<file path="config.mk">
export PLATFORM = sky130hd
export DESIGN_NAME = run_length_pair_decoder
export DESIGN_NICKNAME = d
export VERILOG_FILES = /design/src/design/rlpd_pkg.sv /design/src/design/rlpd_front.sv /design/src/design/rlpd_queue.sv /design/src/design/rlpd_back.sv /design/src/design/run_length_pair_decoder.sv
export SDC_FILE = /design/constraint.sdc
export NUM_CORES = 1
export LEC_CHECK = 0
export BUFFER_PORTS_ARGS = -buffer_cell sky130_fd_sc_hd__buf_2
export CAP_MARGIN = 10
export CORE_MARGIN = 3
export CORE_UTILIZATION = 25
export CTS_CLUSTER_DIAMETER = 120
export DETAILED_ROUTE_END_ITERATION = 16
export RECOVER_POWER = 25
export SKIP_CTS_REPAIR_TIMING = 1
export SYNTH_ARGS = -nofsm -noshare
export SYNTH_HDL_FRONTEND = slang
export SYNTH_SLANG_ARGS = --single-unit
</file>
<file path="constraint.sdc">
create_clock -name i_clk -period 13.22 [get_ports i_clk]
set_input_delay 0.661 -clock i_clk [delete_from_list [all_inputs] [get_ports i_clk]]
set_output_delay 0.661 -clock i_clk [all_outputs]
set_load 0.005 [all_outputs]
</file>
<file path="src/design/rlpd_pkg.sv">
// rlpd_pkg: shared types and constants of the run-length pair decoder
// command header passed from the front end to the back end, status and phase codes
// no dependencies
`timescale 1ns / 1ps

package rlpd_pkg;

    localparam int BYTE_W         = 8;
    localparam int LANES          = 4;   // decoded bytes carried by one result
    localparam int CNT_W          = 3;   // width of byte_count
    localparam int CAP_W          = 24;  // output_capacity register width
    localparam int WT_W           = 24;  // written_total field width
    localparam int TOTAL_BITS_DEF = 24;  // default width of the running byte total

    typedef enum logic [2:0] {
        ST_OK       = 3'd0,
        ST_CUT      = 3'd1,
        ST_OVERFLOW = 3'd2,
        ST_FAILED   = 3'd3,
        ST_COMPLETE = 3'd4
    } t_status;

    typedef enum logic [1:0] {
        PH_INIT    = 2'd0,
        PH_RUNNING = 2'd1,
        PH_DONE    = 2'd2,
        PH_FAILED  = 2'd3
    } t_phase;

    // one queued command: either a run to expand or a single result
    typedef struct packed {
        logic              is_run;
        t_status           status;
        logic              done;
        logic              last;
        logic [BYTE_W-1:0] count;
        logic [BYTE_W-1:0] value;
    } t_cmd_hdr;

endpackage

</file>
<file path="src/design/rlpd_front.sv">
// rlpd_front: accepts compressed bytes, tracks pair/phase state and capacity,
// and issues run or single-result commands; depends on rlpd_pkg
`timescale 1ns / 1ps

module rlpd_front #(
    parameter int TOTAL_BITS = rlpd_pkg::TOTAL_BITS_DEF
) (
    input  logic                         i_clk,
    input  logic                         i_rst_n,
    input  logic                         i_valid,
    input  logic                         i_mode,
    input  logic [rlpd_pkg::BYTE_W-1:0]  i_byte,
    input  logic                         i_last,
    input  logic [rlpd_pkg::CAP_W-1:0]   i_capacity,
    input  logic                         i_q_full,
    output logic                         o_ready,
    output logic                         o_push,
    output rlpd_pkg::t_cmd_hdr           o_hdr,
    output logic [TOTAL_BITS-1:0]        o_total
);
    import rlpd_pkg::*;

    localparam int SUM_W = ((TOTAL_BITS > CAP_W) ? TOTAL_BITS : CAP_W) + 1;

    t_phase              r_phase, n_phase;
    logic                r_expect, n_expect;
    logic [BYTE_W-1:0]   r_held, n_held;
    logic [TOTAL_BITS-1:0] r_emitted, n_emitted;
    logic                accept;
    logic                over;
    logic [SUM_W-1:0]    sum;

    assign o_ready = !i_q_full;
    assign accept  = i_valid && o_ready;
    assign sum     = SUM_W'(r_emitted) + SUM_W'(r_held);
    assign over    = sum > SUM_W'(i_capacity);

    always_ff @(posedge i_clk) begin
        if (!i_rst_n) begin
            r_phase   <= PH_INIT;
            r_expect  <= 1'b0;
            r_held    <= '0;
            r_emitted <= '0;
        end else begin
            r_phase   <= n_phase;
            r_expect  <= n_expect;
            r_held    <= n_held;
            r_emitted <= n_emitted;
        end
    end

    always_comb begin
        n_phase   = r_phase;
        n_expect  = r_expect;
        n_held    = r_held;
        n_emitted = r_emitted;
        o_push    = 1'b0;
        o_hdr     = '{is_run: 1'b0, status: ST_OK, done: 1'b0, last: i_last,
                      count: r_held, value: i_byte};
        o_total   = r_emitted;
        if (accept) begin
            if (i_mode) begin
                // restart keeps the capacity register
                n_phase   = PH_INIT;
                n_expect  = 1'b0;
                n_held    = '0;
                n_emitted = '0;
                o_push    = 1'b1;
                o_total   = '0;
            end else begin
                unique case (r_phase)
                    PH_FAILED: begin
                        o_push     = 1'b1;
                        o_hdr.status = ST_FAILED;
                        o_total    = '0;
                    end
                    PH_DONE: begin
                        o_push     = 1'b1;
                        o_hdr.status = ST_COMPLETE;
                        o_hdr.done = 1'b1;
                    end
                    PH_INIT, PH_RUNNING: begin
                        n_phase = PH_RUNNING;
                        if (!r_expect) begin
                            if (i_last) begin
                                // stream ends on a count byte
                                n_phase      = PH_FAILED;
                                o_push       = 1'b1;
                                o_hdr.status = ST_CUT;
                                o_total      = '0;
                            end else begin
                                n_held   = i_byte;
                                n_expect = 1'b1;
                            end
                        end else begin
                            n_expect = 1'b0;
                            if (over) begin
                                n_phase      = PH_FAILED;
                                o_push       = 1'b1;
                                o_hdr.status = ST_OVERFLOW;
                                o_total      = '0;
                            end else begin
                                n_emitted = r_emitted + TOTAL_BITS'(r_held);
                                if (r_held != '0) begin
                                    o_push       = 1'b1;
                                    o_hdr.is_run = 1'b1;
                                end else if (i_last) begin
                                    // empty final run still reports completion
                                    o_push     = 1'b1;
                                    o_hdr.done = 1'b1;
                                end
                                if (i_last) begin
                                    n_phase = PH_DONE;
                                end
                            end
                        end
                    end
                    default: ;
                endcase
            end
        end
    end

endmodule

</file>
<file path="src/design/rlpd_queue.sv">
// rlpd_queue: two-entry command queue between front and back end
// generic width; depends on nothing
`timescale 1ns / 1ps

module rlpd_queue #(
    parameter int W = 8
) (
    input  logic         i_clk,
    input  logic         i_rst_n,
    input  logic         i_push,
    input  logic [W-1:0] i_data,
    input  logic         i_pop,
    output logic         o_full,
    output logic         o_valid,
    output logic [W-1:0] o_data
);

    logic [W-1:0] r_mem [2];
    logic         r_wptr, r_rptr;
    logic [1:0]   r_count;

    assign o_full  = r_count == 2'd2;
    assign o_valid = r_count != 2'd0;
    assign o_data  = r_mem[r_rptr];

    always_ff @(posedge i_clk) begin
        if (i_push) begin
            r_mem[r_wptr] <= i_data;
        end
    end

    always_ff @(posedge i_clk) begin
        if (!i_rst_n) begin
            r_wptr  <= 1'b0;
            r_rptr  <= 1'b0;
            r_count <= 2'd0;
        end else begin
            if (i_push) begin
                r_wptr <= !r_wptr;
            end
            if (i_pop) begin
                r_rptr <= !r_rptr;
            end
            r_count <= r_count + 2'(i_push) - 2'(i_pop);
        end
    end

endmodule

</file>
<file path="src/design/rlpd_back.sv">
// rlpd_back: expands queued commands into results of up to four bytes
// and holds them in the output register; depends on rlpd_pkg
`timescale 1ns / 1ps

module rlpd_back #(
    parameter int TOTAL_BITS = rlpd_pkg::TOTAL_BITS_DEF
) (
    input  logic                        i_clk,
    input  logic                        i_rst_n,
    input  logic                        i_q_valid,
    input  rlpd_pkg::t_cmd_hdr          i_q_hdr,
    input  logic [TOTAL_BITS-1:0]       i_q_total,
    output logic                        o_pop,
    input  logic                        i_ready,
    output logic                        o_valid,
    output rlpd_pkg::t_status           o_status,
    output logic [rlpd_pkg::CNT_W-1:0]  o_count,
    output logic [rlpd_pkg::BYTE_W-1:0] o_bytes [rlpd_pkg::LANES],
    output logic                        o_run_end,
    output logic                        o_done,
    output logic [rlpd_pkg::WT_W-1:0]   o_written
);
    import rlpd_pkg::*;

    logic                  r_busy;
    t_cmd_hdr              r_hdr;
    logic [BYTE_W-1:0]     r_rem;
    logic [TOTAL_BITS-1:0] r_total;

    logic                  r_valid;
    t_status               r_status;
    logic [CNT_W-1:0]      r_count;
    logic [BYTE_W-1:0]     r_bytes [LANES];
    logic                  r_run_end, r_done;
    logic [WT_W-1:0]       r_written;

    logic                  can_load, fire, fin;
    logic [CNT_W-1:0]      chunk;
    logic [TOTAL_BITS-1:0] tot_n;

    assign can_load = !r_valid || i_ready;
    assign fire     = r_busy && can_load;
    assign chunk    = (r_rem > BYTE_W'(LANES)) ? CNT_W'(LANES) : r_rem[CNT_W-1:0];
    assign fin      = !r_hdr.is_run || (r_rem <= BYTE_W'(LANES));
    assign tot_n    = r_total + TOTAL_BITS'(chunk);
    assign o_pop    = i_q_valid && (!r_busy || (fire && fin));

    always_ff @(posedge i_clk) begin
        if (!i_rst_n) begin
            r_busy  <= 1'b0;
            r_valid <= 1'b0;
        end else begin
            if (o_pop) begin
                r_busy <= 1'b1;
            end else if (fire && fin) begin
                r_busy <= 1'b0;
            end
            if (fire) begin
                r_valid <= 1'b1;
            end else if (i_ready) begin
                r_valid <= 1'b0;
            end
        end
    end

    always_ff @(posedge i_clk) begin
        if (fire) begin
            if (r_hdr.is_run) begin
                r_status  <= ST_OK;
                r_count   <= chunk;
                for (int i = 0; i < LANES; i++) begin
                    r_bytes[i] <= (CNT_W'(i) < chunk) ? r_hdr.value : '0;
                end
                r_run_end <= fin;
                r_done    <= fin && r_hdr.last;
                r_written <= WT_W'(tot_n);
            end else begin
                r_status  <= r_hdr.status;
                r_count   <= '0;
                for (int i = 0; i < LANES; i++) begin
                    r_bytes[i] <= '0;
                end
                r_run_end <= 1'b1;
                r_done    <= r_hdr.done;
                r_written <= WT_W'(r_total);
            end
        end
        // a new command replaces the finished one, else the run advances
        if (o_pop) begin
            r_hdr   <= i_q_hdr;
            r_rem   <= i_q_hdr.count;
            r_total <= i_q_total;
        end else if (fire && r_hdr.is_run) begin
            r_rem   <= r_rem - BYTE_W'(chunk);
            r_total <= tot_n;
        end
    end

    assign o_valid   = r_valid;
    assign o_status  = r_status;
    assign o_count   = r_count;
    assign o_bytes   = r_bytes;
    assign o_run_end = r_run_end;
    assign o_done    = r_done;
    assign o_written = r_written;

endmodule

</file>
<file path="src/design/run_length_pair_decoder.sv">
// run_length_pair_decoder: top level, stream ports, capacity register and wiring
// depends on rlpd_pkg, rlpd_front, rlpd_queue, rlpd_back
`timescale 1ns / 1ps

// Decodes a stream of (count, value) byte pairs. Each input transaction carries one
// compressed byte (tdata), the end-of-stream mark (tlast) and a restart selector
// (tuser). The front end takes one byte per cycle as long as its two-entry command
// queue has room; a count byte only updates state unless it ends the stream, and a
// value byte queues a nonzero run. The back end turns a run of c bytes into ceil(c/4)
// result transactions, one per cycle while the output side takes them, so a long run
// stalls the input once the queue fills. Errors (cut pair, capacity overflow) and
// single status results give one result transaction each. A result passes the command
// queue and the back end's command and output registers. The capacity register sits at
// byte address 0 of the APB port and should be written only while the decoder is idle.
module run_length_pair_decoder #(
    parameter int TOTAL_BITS = rlpd_pkg::TOTAL_BITS_DEF
) (
    input  logic        i_clk,
    input  logic        i_rst_n,
    // input stream
    input  logic        i_s_tvalid,
    output logic        o_s_tready,
    input  logic [7:0]  i_s_tdata,    // [7:0] source_byte
    input  logic        i_s_tlast,    // last_byte
    input  logic        i_s_tuser,    // mode: 1 restart
    // output stream
    output logic        o_m_tvalid,
    input  logic        i_m_tready,
    // [2:0] status, [5:3] byte_count, [13:6] out_byte0, [21:14] out_byte1,
    // [29:22] out_byte2, [37:30] out_byte3, [61:38] written_total, [63:62] zero
    output logic [63:0] o_m_tdata,
    output logic        o_m_tlast,    // run_end
    output logic        o_m_tuser,    // stream_done
    // configuration
    input  logic        psel,
    input  logic        penable,
    input  logic        pwrite,
    input  logic [2:0]  paddr,
    input  logic [31:0] pwdata,
    output logic [31:0] prdata,
    output logic        pready
);
    import rlpd_pkg::*;

    localparam int QW = $bits(t_cmd_hdr) + TOTAL_BITS;

    logic [CAP_W-1:0]      r_capacity;

    logic                  q_full, q_valid, q_push, q_pop;
    logic [QW-1:0]         q_rdata;
    t_cmd_hdr              push_hdr, pop_hdr;
    logic [TOTAL_BITS-1:0] push_total, pop_total;

    t_status               out_status;
    logic [CNT_W-1:0]      out_count;
    logic [BYTE_W-1:0]     out_bytes [LANES];
    logic [WT_W-1:0]       res_total;

    // capacity register, decoded wherever paddr[2] is low (addresses 0 to 3)
    assign pready = 1'b1;
    assign prdata = (paddr[2] == 1'b0) ? 32'(r_capacity) : 32'd0;

    always_ff @(posedge i_clk) begin
        if (!i_rst_n) begin
            r_capacity <= '1;
        end else if (psel && penable && pwrite && pready && (paddr[2] == 1'b0)) begin
            r_capacity <= pwdata[CAP_W-1:0];
        end
    end

    rlpd_front #(
        .TOTAL_BITS (TOTAL_BITS)
    ) u_front (
        .i_clk      (i_clk),
        .i_rst_n    (i_rst_n),
        .i_valid    (i_s_tvalid),
        .i_mode     (i_s_tuser),
        .i_byte     (i_s_tdata),
        .i_last     (i_s_tlast),
        .i_capacity (r_capacity),
        .i_q_full   (q_full),
        .o_ready    (o_s_tready),
        .o_push     (q_push),
        .o_hdr      (push_hdr),
        .o_total    (push_total)
    );

    rlpd_queue #(
        .W (QW)
    ) u_queue (
        .i_clk   (i_clk),
        .i_rst_n (i_rst_n),
        .i_push  (q_push),
        .i_data  ({push_hdr, push_total}),
        .i_pop   (q_pop),
        .o_full  (q_full),
        .o_valid (q_valid),
        .o_data  (q_rdata)
    );

    assign {pop_hdr, pop_total} = q_rdata;

    rlpd_back #(
        .TOTAL_BITS (TOTAL_BITS)
    ) u_back (
        .i_clk     (i_clk),
        .i_rst_n   (i_rst_n),
        .i_q_valid (q_valid),
        .i_q_hdr   (pop_hdr),
        .i_q_total (pop_total),
        .o_pop     (q_pop),
        .i_ready   (i_m_tready),
        .o_valid   (o_m_tvalid),
        .o_status  (out_status),
        .o_count   (out_count),
        .o_bytes   (out_bytes),
        .o_run_end (o_m_tlast),
        .o_done    (o_m_tuser),
        .o_written (res_total)
    );

    // pack result fields, highest field first
    assign o_m_tdata = {2'b00, res_total, out_bytes[3], out_bytes[2], out_bytes[1],
                        out_bytes[0], out_count, out_status};

endmodule

</file>
==> metrics.csv, run 1 <==
stage,metric,value,unit
synth,mux share of post-synthesis cell area,0.0467,
sta,Setup Skew,15.1,ps
setup_path,reg-to-reg endpoint,u_queue.r_mem[0][5],
place,Cells after DPL,1802,
synth,dominant cells by area after synthesis,"edfxtp_1 (48%), dfxtp_1 (11%), ha_1 (3.8%)",
routing,drc violations,0,
cts,CTS tree,built,
sta,Slew HR,-1.37,
setup_path,Critical Path Start Type,register,
die,# IOs,153,
finish,Total Nets Final,1263,
routing,routed length per instance,15.4,um
sta,Final period util,0.406,
routing,Detailed Route WL,28600,um
sta,TNS Setup,0,ps
min_path,min-delay src,pwdata[23],
setup_path,Slowest Stage Delay on Critical Path,750,ps
setup_path,worst path cell trace,"ha_1, fa_1, a211oi_1, nor2_1, o22ai_1, nor2_1, a31oi_1, or2_2, ha_1, nand3_1, nor4_1, nand2_1, o31ai_2, buf_4, nand4_1, a21boi_0",
die,Initial Util,0.255,
global_routing,first-pass GRT wire length,45000,um
synth,post-synthesis async set-or-reset flop share,0,
synth,Post-synth EDFFs,202,
synth,Synth Area in XOR/XNOR,0.0468,
cts,clk sinks,268,
cts,Max clock buf depth,3,
routing,1st-pass router iterations,5,
die,die area,0.0529,mm^2
cts,Skew-Pair Late Insertion Delay,580,ps
sta,Highest Clock Rate,0.186,GHz
synth,Post-Syn Area,0.0125,mm^2
synth,ys flop type,edfxtp_1,
place,DP Area,0.0138,mm^2
sta,Hold WS,304,ps
synth,Synth Area in Simple Gates,0.134,
place,I/O Buffers,131,
min_path,"Endpoint, Worst Hold",r_capacity[23],
sta,Final setup viols,0,
cts,Num CTS Buffers,31,
routing,Final ANT Viol Nets,0,
sta,RSZ-0062 raised after global routing,false,
global_routing,initial antenna violation count,0,
synth,Yosys top cell area share,0.484,
power,Max VDD drop,0.000125,V
setup_path,CP Launch Point,u_front.r_held[0],
finish,Layout area overhead,18.3,%
global_routing,largest net degree at the start of global routing,76,
setup_path,Worst R2R Start,u_front.r_held[0],
die,row count,81,
power,leakage power,5.61,nW
setup_path,Crit path max-delay family,simple AND/OR/NAND/NOR gates,
finish,Final Cell Area,0.0148,mm^2
synth,compound-gate portion of the synthesized area,0.104,
routing,via count,8217,
setup_path,Bufs and invs on worst path,1,
sta,fin crit period,5370,ps
synth,most frequent cells after synthesis,"edfxtp_1 (202), nand2_1 (79), nor2_1 (73)",
cts,H-tree Lvls,1,
setup_path,CP max-delay cell,nand4_1,
synth,largest family of logic cells by synthesized area,simple AND/OR/NAND/NOR gates,
synth,"Avg Cell Area, Syn",11.9,um^2
outcome,outcome,"finished, violations left",
global_routing,number of global-route vias before repair,7995,
outcome,violated checks,"max-capacitance violations, max-slew violations",
sta,Worst-Margin Slew,3560,ps
finish,diode count,0,
setup_path,data arrival time of the worst path,5710,ps
place,HPWL Detailed,19900,um
setup_path,critical path peak fanout,24,
synth,dominant cell type by area after synthesis,edfxtp_1,
synth,most instantiated library cell after synthesis,edfxtp_1,
synth,cell count after synthesis,1050,
routing,1st-iter DRT viols,543,
cts,"CTS clk-pin slew, worst paths",60,ps
die,Die Height,230,um
synth,register area share after synthesis,0.589,
cts,CTS root buffer,clkbuf_16,
synth,Synth Area in Adders,0.0411,
global_routing,Congestion Overflow GR,0,
die,CORE AREA,0.0493,mm^2
setup_path,Critical Path RT,13560,ps
place,routability cong.,0.826,
die,Die Wd,230,um
routing,drt via density,4.42,
synth,Synth Register Bits,268,
sta,Final Hold Fails,0,
sta,max-slew violations,203,
synth,count of cell types in the netlist,69,
global_routing,Total GRT Usage,0.105,
power,PwrDens,192,mW/mm^2
setup_path,CP Class,register to register,
finish,fraction of layout cells with a size suffix above 1,0.180,
setup_path,crit path capture type,register,
min_path,hold depth,3,
synth,number of synthesis warnings,0,
finish,final cell count without fillers,1860,
min_path,Worst Hold Class,input pin to register,
job,Max-cap violations,4,
setup_path,worst r2r path cells,16,
setup_path,FF-to-FF setup slack,7850,ps
-- registers in the layout, summed over array words and instances, names as in the netlist, named ones only --
name	count
u_front.r_expect	1
u_front.r_phase	2
u_back.o_count	3
u_front.r_emitted	24
u_queue.r_count	2
u_queue.r_mem	92
u_back.r_busy	1
u_back.o_run_end	1
u_back.r_total	24
u_back.r_hdr	14
u_back.o_bytes	32
u_back.o_done	1
u_front.r_held	8
r_capacity	24
u_back.o_valid	1
u_back.o_written	24
u_queue.r_wptr	1
u_queue.r_rptr	1
u_back.r_rem	8
u_back.o_status	3
-- kinds of logic (layout without fill, tap and decap cells) --
group,after synthesis,in the layout
compound gates,188,188
xor+xnor,67,67
fa+ha+maj,40,40
buf+inv,106,242
flops,268,268
mux,56,56
other cells,2,12
simple gates,323,323
-- report_power, final --
part / internal (mW) / switching (mW) / total [mW]
clock network: 0.493 / 0.351 / 0.844
logic: 0.284 / 0.414 / 0.698
registers: 1.19 / 0.113 / 1.30
total: 1.97 / 0.878 / 2.85
-- cells in the final DEF (no fill, tap or decap), drive strengths merged, types with 28 or more instances in the layout --
cell type | netlist | final
xnor2 | 43 | 43
inv | 45 | 48
dfxtp | 66 | 66
clkbuf | 36 | 58
buf | 25 | 126
nor2 | 75 | 75
edfxtp | 202 | 202
mux2i | 36 | 36
and2 | 32 | 32
ha | 38 | 38
nand2 | 79 | 79
nand3 | 28 | 28
a21oi | 46 | 46
-- stage by stage --
step            util  total power, mW  setup slack, ps
2_1_floorplan      -             1.77             7560
3_3_place_gp   0.281             1.99             8020
3_5_place_dp   0.281             2.01             7930
4_1_cts        0.302             2.87             7900
5_1_grt        0.301             3.02             7450
6_report       0.301             2.85             7850
-- worst register-to-register path, delay by kind of cell, from the launching register on --
kind,cells,cell delay (ps)
AND/OR/NAND/NOR,7,2420
AO/OA/AOI/OAI,5,1190
adder cells (fa/ha/maj),3,830
flip-flops,1,450
buffers and inverters,1,240
-- metal layers --
metal / share of wire / track usage / wire length (um) / up-vias
li1: - / - / - / 4060
met1: 0.49 / 0.149 / 14100 / 3925
met2: 0.44 / 0.164 / 12500 / 188
met3: 0.051 / 0.0190 / 1460 / 44
met4: 0.019 / 0.0304 / 551 / 0
met5: 0 / 0 / 0 / -
-- layout make-up --
cell class / instances / area [um^2]
Fill cell: 4991 / 34400
Sequential cell: 268 / 7390
Multi-Input combinational cell: 686 / 4740
Clock buffer: 45 / 898
Tap cell: 664 / 831
Timing Repair Buffer: 139 / 692
Inverter: 45 / 169
Clock inverter: 13 / 118
-- worst max path at each step --
stage | slack [ps] | cells past startpoint | end
after floorplan | 7560 | 15 | u_queue.r_mem[0][0]
after global placement | 8020 | 16 | u_queue.r_mem[1][11]
after detailed placement | 7930 | 16 | u_queue.r_mem[1][11]
after CTS | 7900 | 16 | u_queue.r_mem[1][23]
after global routing | 7450 | 16 | u_queue.r_mem[0][1]
final | 7850 | 16 | u_queue.r_mem[0][5]
Note: power is estimated with default switching activity, not from simulation.
==> run 2, diff against run 1 <==
clock period = 4.8 ns   (was 13.22 ns; I/O delays follow)
==> run 2 against run 1 <==
The flow still finishes with violations (max-capacitance violations, max-slew violations). Count of clock-buffer cells in the layout shrank 7. Flip-flop and latch count is the same. Power grew to 2.7 times the previous value. Worst setup slack lost 7500 ps. Via count grew 1.2%.
==> metrics.csv, run 2 (synthesis results as in run 1) <==
stage,metric,value,unit,change
finish,"Core Util, Final",0.308,,+0.00701
routing,1st-pass router iterations,5,,unchanged
outcome,outcome,"finished, violations left",,
sta,fin crit period,4490,ps,-883 ps
power,PwrDens,511,mW/mm^2,+170%
cts,clk sinks,268,,unchanged
finish,Layout area overhead,21.1,%,
finish,Total Nets Final,1303,,+3.2%
power,part of the power in registers,0.466,,+0.008
cts,Max clock buf depth,3,,unchanged
job,Max-cap violations,2,,-2
global_routing,first-pass GRT wire length,44500,um,-1.0%
sta,final worst setup slack,314,ps,-7540 ps
routing,1st-iter DRT viols,571,,+5.2%
power,Int Power,5.37,mW,+170%
sta,max-slew violations,90,,-56%
global_routing,largest net degree at the start of global routing,68,,-11%
sta,Setup Skew,11.6,ps,-3.53 ps
setup_path,Critical Path RT,5050,ps,-8510 ps
place,Post-Place Setup Slack,238,ps,-7690 ps
global_routing,initial antenna violation count,0,,unchanged
sta,Final Hold Fails,0,,unchanged
routing,drt via density,4.38,,-0.96%
finish,"Most flops, register",u_queue.r_mem,,
sta,Final setup viols,0,,unchanged
routing,Final ANT Viol Nets,0,,unchanged
setup_path,data arrival time of the worst path,4740,ps,-970 ps
die,Die Height,230,um,unchanged
routing,Detailed Route WL,28500,um,-0.21%
global_routing,Congestion Overflow GR,0,,unchanged
cts,H-tree Lvls,1,,unchanged
outcome,violated checks,"max-capacitance violations, max-slew violations",,
cts,CTS tree,built,,
power,Combinational Power Share,0.237,,-0.008
global_routing,Total GRT Usage,0.104,,-0.00108
finish,fill cell count,5011,,+0.40%
sta,Slew HR,-0.281,,+1.09
setup_path,critical path peak fanout,46,,+92%
power,Max VDD drop,0.000416,V,+230%
die,die area,0.0529,mm^2,unchanged
routing,via count,8313,,+1.2%
place,routability cong.,0.808,,-2.2%
cts,Skew-Pair Late Insertion Delay,580,ps,about the same
sta,TNS Setup,0,ps,unchanged
min_path,Worst Hold Class,input pin to register,,
place,I/O Buffers,131,,unchanged
setup_path,Critical Path Start Type,register,,
global_routing,number of global-route vias before repair,7926,,-0.86%
cts,"CTS clk-pin slew, worst paths",60,ps,about the same
power,clock network power share,0.297,,about the same
sta,Highest Clock Rate,0.223,GHz,+20%
sta,Final period util,0.935,,+0.528
power,P_sw,2.39,mW,+170%
cts,CTS root buffer,clkbuf_16,,
power,Overall Power,7.76,mW,+170%
sta,RSZ-0062 raised after global routing,false,,
setup_path,crit path capture type,register,,
finish,number of flip-flops in the largest register,92,,unchanged
routing,drc violations,0,,unchanged
die,CORE AREA,0.0493,mm^2,unchanged
finish,diode count,0,,unchanged
place,HPWL Detailed,20100,um,+0.63%
sta,Worst-Margin Slew,1920,ps,-1640 ps
die,Die Wd,230,um,unchanged
die,# IOs,153,,unchanged
die,row count,81,,unchanged
finish,"most common cell after layout, fill and taps aside",edfxtp_1,,
cts,Num CTS Buffers,31,,unchanged
finish,"commonest non-fill, non-tap cells in the layout","edfxtp_1 (202), nand2_1 (79), clkbuf_1 (75)",,
die,Initial Util,0.255,,unchanged
power,sw frac,0.308,,about the same
sta,Hold WS,43.3,ps,-261 ps
routing,routed length per instance,15.0,um,-2.3%
setup_path,CP Class,register to register,,
power,leakage power,5.62,nW,+0.16%
finish,fraction of layout cells with a size suffix above 1,0.133,,-0.0463
-- run 2: cell count changes in the layout (fill, tap and decap cells not counted), sizes merged --
cell         before  now
clkbuf           58  108
clkinvlp          0    2
dlygate4sd3       0   33
bufinv            1    2
inv              48   50
clkinv            9   11
buf             126   76
-- run 2: final cells by class --
cell class                      count  area, um^2  share of cell area
Clock buffer                       38         833              0.0549
Clock inverter                     20         176              0.0116
Inverter                           45         169              0.0111
Multi-Input combinational cell    686        4740               0.312
Sequential cell                   268        7390               0.487
Tap cell                          664         831              0.0547
Timing Repair Buffer              179        1040              0.0687
-- run 2: layer usage --
| layer | GRT usage | routed length (um) | vias up |
|---|---|---|---|
| li1 | - | - | 4143 |
| met1 | 0.150 | 14000 | 3944 |
| met2 | 0.162 | 12600 | 182 |
| met3 | 0.0166 | 1300 | 44 |
| met4 | 0.0304 | 619 | 0 |
| met5 | 0 | 0 | - |
-- run 2: worst max-delay path, stage by stage, from the launching register on --
cell	delay, ps
dfxtp_1	350
ha_1	260
fa_1	430
a211oi_1	290
nor2_2	110
o22ai_1	310
nor2_2	130
nand3_1	120
xnor2_1	110
ha_1	340
nand4_1	140
nor4_1	380
o21a_1	220
o31ai_2	90
buf_12	150
a21oi_2	210
nor2b_4	200
buf_12	250
-- run 2: path summary, 6_finish.rpt --
check	from	endpoint	slack (ps)	cells after the start
setup / recovery	u_front.r_held[0]	u_queue.r_mem[0][14]	310	17
hold / removal	i_m_tready	u_back.o_valid	40	3
setup reg to reg	u_front.r_held[0]	u_queue.r_mem[0][14]	310	17
hold reg to reg	u_front.r_emitted[7]	u_front.r_emitted[7]	510	1
-- run 2: power groups by stage --
stage	clock, mW	sequential [mW]	combinational [mW]
floorplan	0	3.55	1.32
global placement	0	3.65	1.85
detailed placement	0	3.67	1.88
CTS	2.37	3.62	1.89
global route	2.48	3.68	2.08
finish	2.30	3.62	1.84
-- run 2: per-stage QoR --
step | cell area, um^2 | cells
after floorplan | 12600 | 1060
after global placement | 13900 | 1809
after detailed placement | 13900 | 1809
after CTS | 14900 | 1867
after global routing | 15200 | 1900
final | 15200 | 1900
==> run 3, diff against run 2 <==
CORE_MARGIN = 2   (was 3)
==> run 3 against run 2 <==
Routed wire length decreased by 0.83%. First-iteration DRC count decreased by 13%. Largest power group unchanged. Sequential share of layout area rose by 0.093 points. Count of clock-buffer cells in the layout is 1 higher. The run still ends with max-capacitance violations, max-slew violations left. Critical endpoint is now u_queue.r_mem[1][18]. Flip-flop and latch count is the same. Highest routed layer unchanged.
==> metrics.csv, run 3 (synthesis results as in run 1) <==
stage,metric,value,unit,change
die,Die Height,228,um,-0.87%
sta,Final period util,0.921,,-0.0132
setup_path,data arrival time of the worst path,4660,ps,-80 ps
global_routing,M1 GR Usage,0.145,,-0.00443
routing,routed length per instance,14.9,um,-0.99%
setup_path,reg-to-reg endpoint,u_queue.r_mem[1][18],,
sta,Hold WS,93.4,ps,+50.0 ps
power,leakage power,5.60,nW,-0.32%
outcome,violated checks,"max-capacitance violations, max-slew violations",,
finish,Layout area overhead,20.8,%,
global_routing,met2 Resource Use GR,0.166,,+0.00400
finish,fill cell count,5098,,+1.7%
place,I/O Buffers,131,,unchanged
finish,fraction of layout cells with a size suffix above 1,0.142,,+0.00867
setup_path,worst path cell trace,"ha_1, fa_1, a211oi_1, nor2_2, o22a_4, nand2_1, nor3_1, or2_2, ha_1, nand3_1, nor4_2, o21a_1, o31ai_2, buf_4, a21oi_2, and2_2, buf_12",,
setup_path,critical path depth in cells,17,,unchanged
sta,Highest Clock Rate,0.226,GHz,+1.4%
routing,Final ANT Viol Nets,0,,unchanged
setup_path,Worst R2R Start,u_front.r_held[0],,
cts,CTS tree,built,,
place,Cells after DPL,1815,,+0.33%
min_path,Worst Hold Class,input pin to register,,
setup_path,crit path capture type,register,,
global_routing,initial antenna violation count,0,,unchanged
finish,final cell count without fillers,1903,,+0.16%
cts,"CTS clk-pin slew, worst paths",60,ps,about the same
job,Max-cap violations,2,,unchanged
finish,Total Nets Final,1299,,-0.31%
place,HPWL Detailed,20000,um,-0.40%
cts,H-tree Lvls,1,,unchanged
routing,drc violations,0,,unchanged
power,Max VDD drop,0.000304,V,-27%
sta,Worst-Margin Slew,1940,ps,+20.8 ps
sta,max-slew violations,90,,unchanged
setup_path,Critical Path Start Type,register,,
global_routing,number of global-route vias before repair,7784,,-1.8%
sta,Final Hold Fails,0,,unchanged
outcome,outcome,"finished, violations left",,
finish,"most common cell after layout, fill and taps aside",edfxtp_1,,
global_routing,met3 Resource Use GR,0.0199,,+0.00327
setup_path,CP max-delay cell,fa_1,,
place,routability cong.,0.827,,+2.3%
sta,Final setup viols,0,,unchanged
setup_path,critical path peak fanout,46,,unchanged
cts,CTS root buffer,clkbuf_16,,
setup_path,Bufs and invs on worst path,2,,unchanged
die,row count,82,,+1.2%
die,CORE AREA,0.0499,mm^2,+1.2%
finish,diode count,0,,unchanged
cts,Skew-Pair Late Insertion Delay,580,ps,about the same
global_routing,first-pass GRT wire length,43800,um,-1.6%
power,PwrDens,507,mW/mm^2,-0.86%
setup_path,Critical Path RT,5040,ps,about the same
routing,drt via density,4.35,,-0.65%
global_routing,global route hottest layer,met2,,
setup_path,CP Class,register to register,,
routing,via count,8272,,-0.49%
global_routing,Congestion Overflow GR,0,,unchanged
cts,clk sinks,268,,unchanged
setup_path,CP Launch Point,u_front.r_held[0],,
routing,Detailed Route WL,28300,um,-0.83%
global_routing,largest net degree at the start of global routing,66,,-2.9%
setup_path,Slowest Stage Delay on Critical Path,430,ps,about the same
setup_path,Critical Path Most Common Cell,ha_1,,
global_routing,Total GRT Usage,0.104,,+0.000383
sta,Setup Skew,26.3,ps,+14.7 ps
routing,1st-iter DRT viols,495,,-13%
finish,"Most flops, register",u_queue.r_mem,,
setup_path,Crit path max-delay family,simple AND/OR/NAND/NOR gates,,
setup_path,CP endpoint,u_queue.r_mem[1][18],,
die,Die Wd,228,um,-0.87%
finish,"commonest non-fill, non-tap cells in the layout","edfxtp_1 (202), nand2_1 (79), nor2_1 (71)",,
die,# IOs,153,,unchanged
die,Initial Util,0.252,,-0.00311
setup_path,FF-to-FF setup slack,380,ps,+60 ps
cts,Max clock buf depth,3,,unchanged
sta,Slew HR,-0.295,,-0.0139
routing,1st-pass router iterations,5,,unchanged
cts,Num CTS Buffers,30,,-3.2%
finish,"Core Util, Final",0.304,,-0.00429
sta,RSZ-0062 raised after global routing,false,,
finish,number of flip-flops in the largest register,92,,unchanged
sta,fin crit period,4420,ps,-63.6 ps
sta,TNS Setup,0,ps,unchanged
die,die area,0.0520,mm^2,-1.7%
setup_path,worst r2r path cells,17,,unchanged
## run 3: cell types whose count changed in the layout (fill, tap and decap cells not counted), moves of 2 or more
cell | before | now
a21boi_0 | 18 | 16
a21boi_1 | 4 | 6
buf_4 | 10 | 8
clkbuf_1 | 75 | 69
clkbuf_16 | 32 | 30
clkbuf_2 | 0 | 5
clkbuf_8 | 1 | 3
clkinv_1 | 7 | 2
clkinv_2 | 4 | 6
inv_6 | 4 | 2
## run 3: power breakdown
group	switching, mW	total [mW]	internal, mW
logic	1.08	1.85	0.768
registers	0.359	3.62	3.26
clock network	0.949	2.21	1.26
## run 3: cell type report
cell class / instances / area, um^2 / share of cell area
clock buffers: 39 / 815 / 0.0537
multi-input cells: 686 / 4760 / 0.314
well taps: 672 / 841 / 0.0555
flip-flops and latches: 268 / 7390 / 0.487
inverters: 45 / 169 / 0.0111
repair buffers: 176 / 1030 / 0.0677
clock inverters: 17 / 158 / 0.0104
## run 3: worst min path at each step
stage | end | slack (ps) | from | depth (start not counted)
2_1_floorplan | u_queue.r_mem[0][24] | 340 | i_s_tdata[0] | 0
3_3_place_gp | r_capacity[0] | 470 | pwdata[0] | 3
3_5_place_dp | r_capacity[2] | 470 | pwdata[2] | 3
4_1_cts | u_queue.r_mem[1][29] | -140 | i_s_tdata[5] | 1
5_1_grt | u_back.o_valid | 90 | i_m_tready | 3
6_report | u_back.o_valid | 90 | i_m_tready | 3
## run 3: per-layer routing
layer / vias up / share of wire
met2: 192 / 0.45
met3: 32 / 0.047
li1: 4118 / -
met5: - / 0
met4: 0 / 0.017
met1: 3930 / 0.48
## run 3: worst reg2reg max path, cell delays in order (launching register included)
cell      delay, ps
dfxtp_1         340
ha_1            260
fa_1            430
a211oi_1        270
nor2_2          120
o22a_4          260
nand2_1         110
nor3_1           60
or2_2           290
ha_1            300
nand3_1         130
nor4_2          340
o21a_1          200
o31ai_2          60
buf_4           190
a21oi_2         230
and2_2          200
buf_12          250
## run 3: stage by stage
stage	setup WS, ps	area (um^2)	total power, mW
after floorplan	9.32	12600	4.87
after global placement	294	13900	5.51
after detailed placement	235	13900	5.55
after CTS	207	14900	7.80
after global routing	36.0	15200	8.14
final	378	15200	7.68
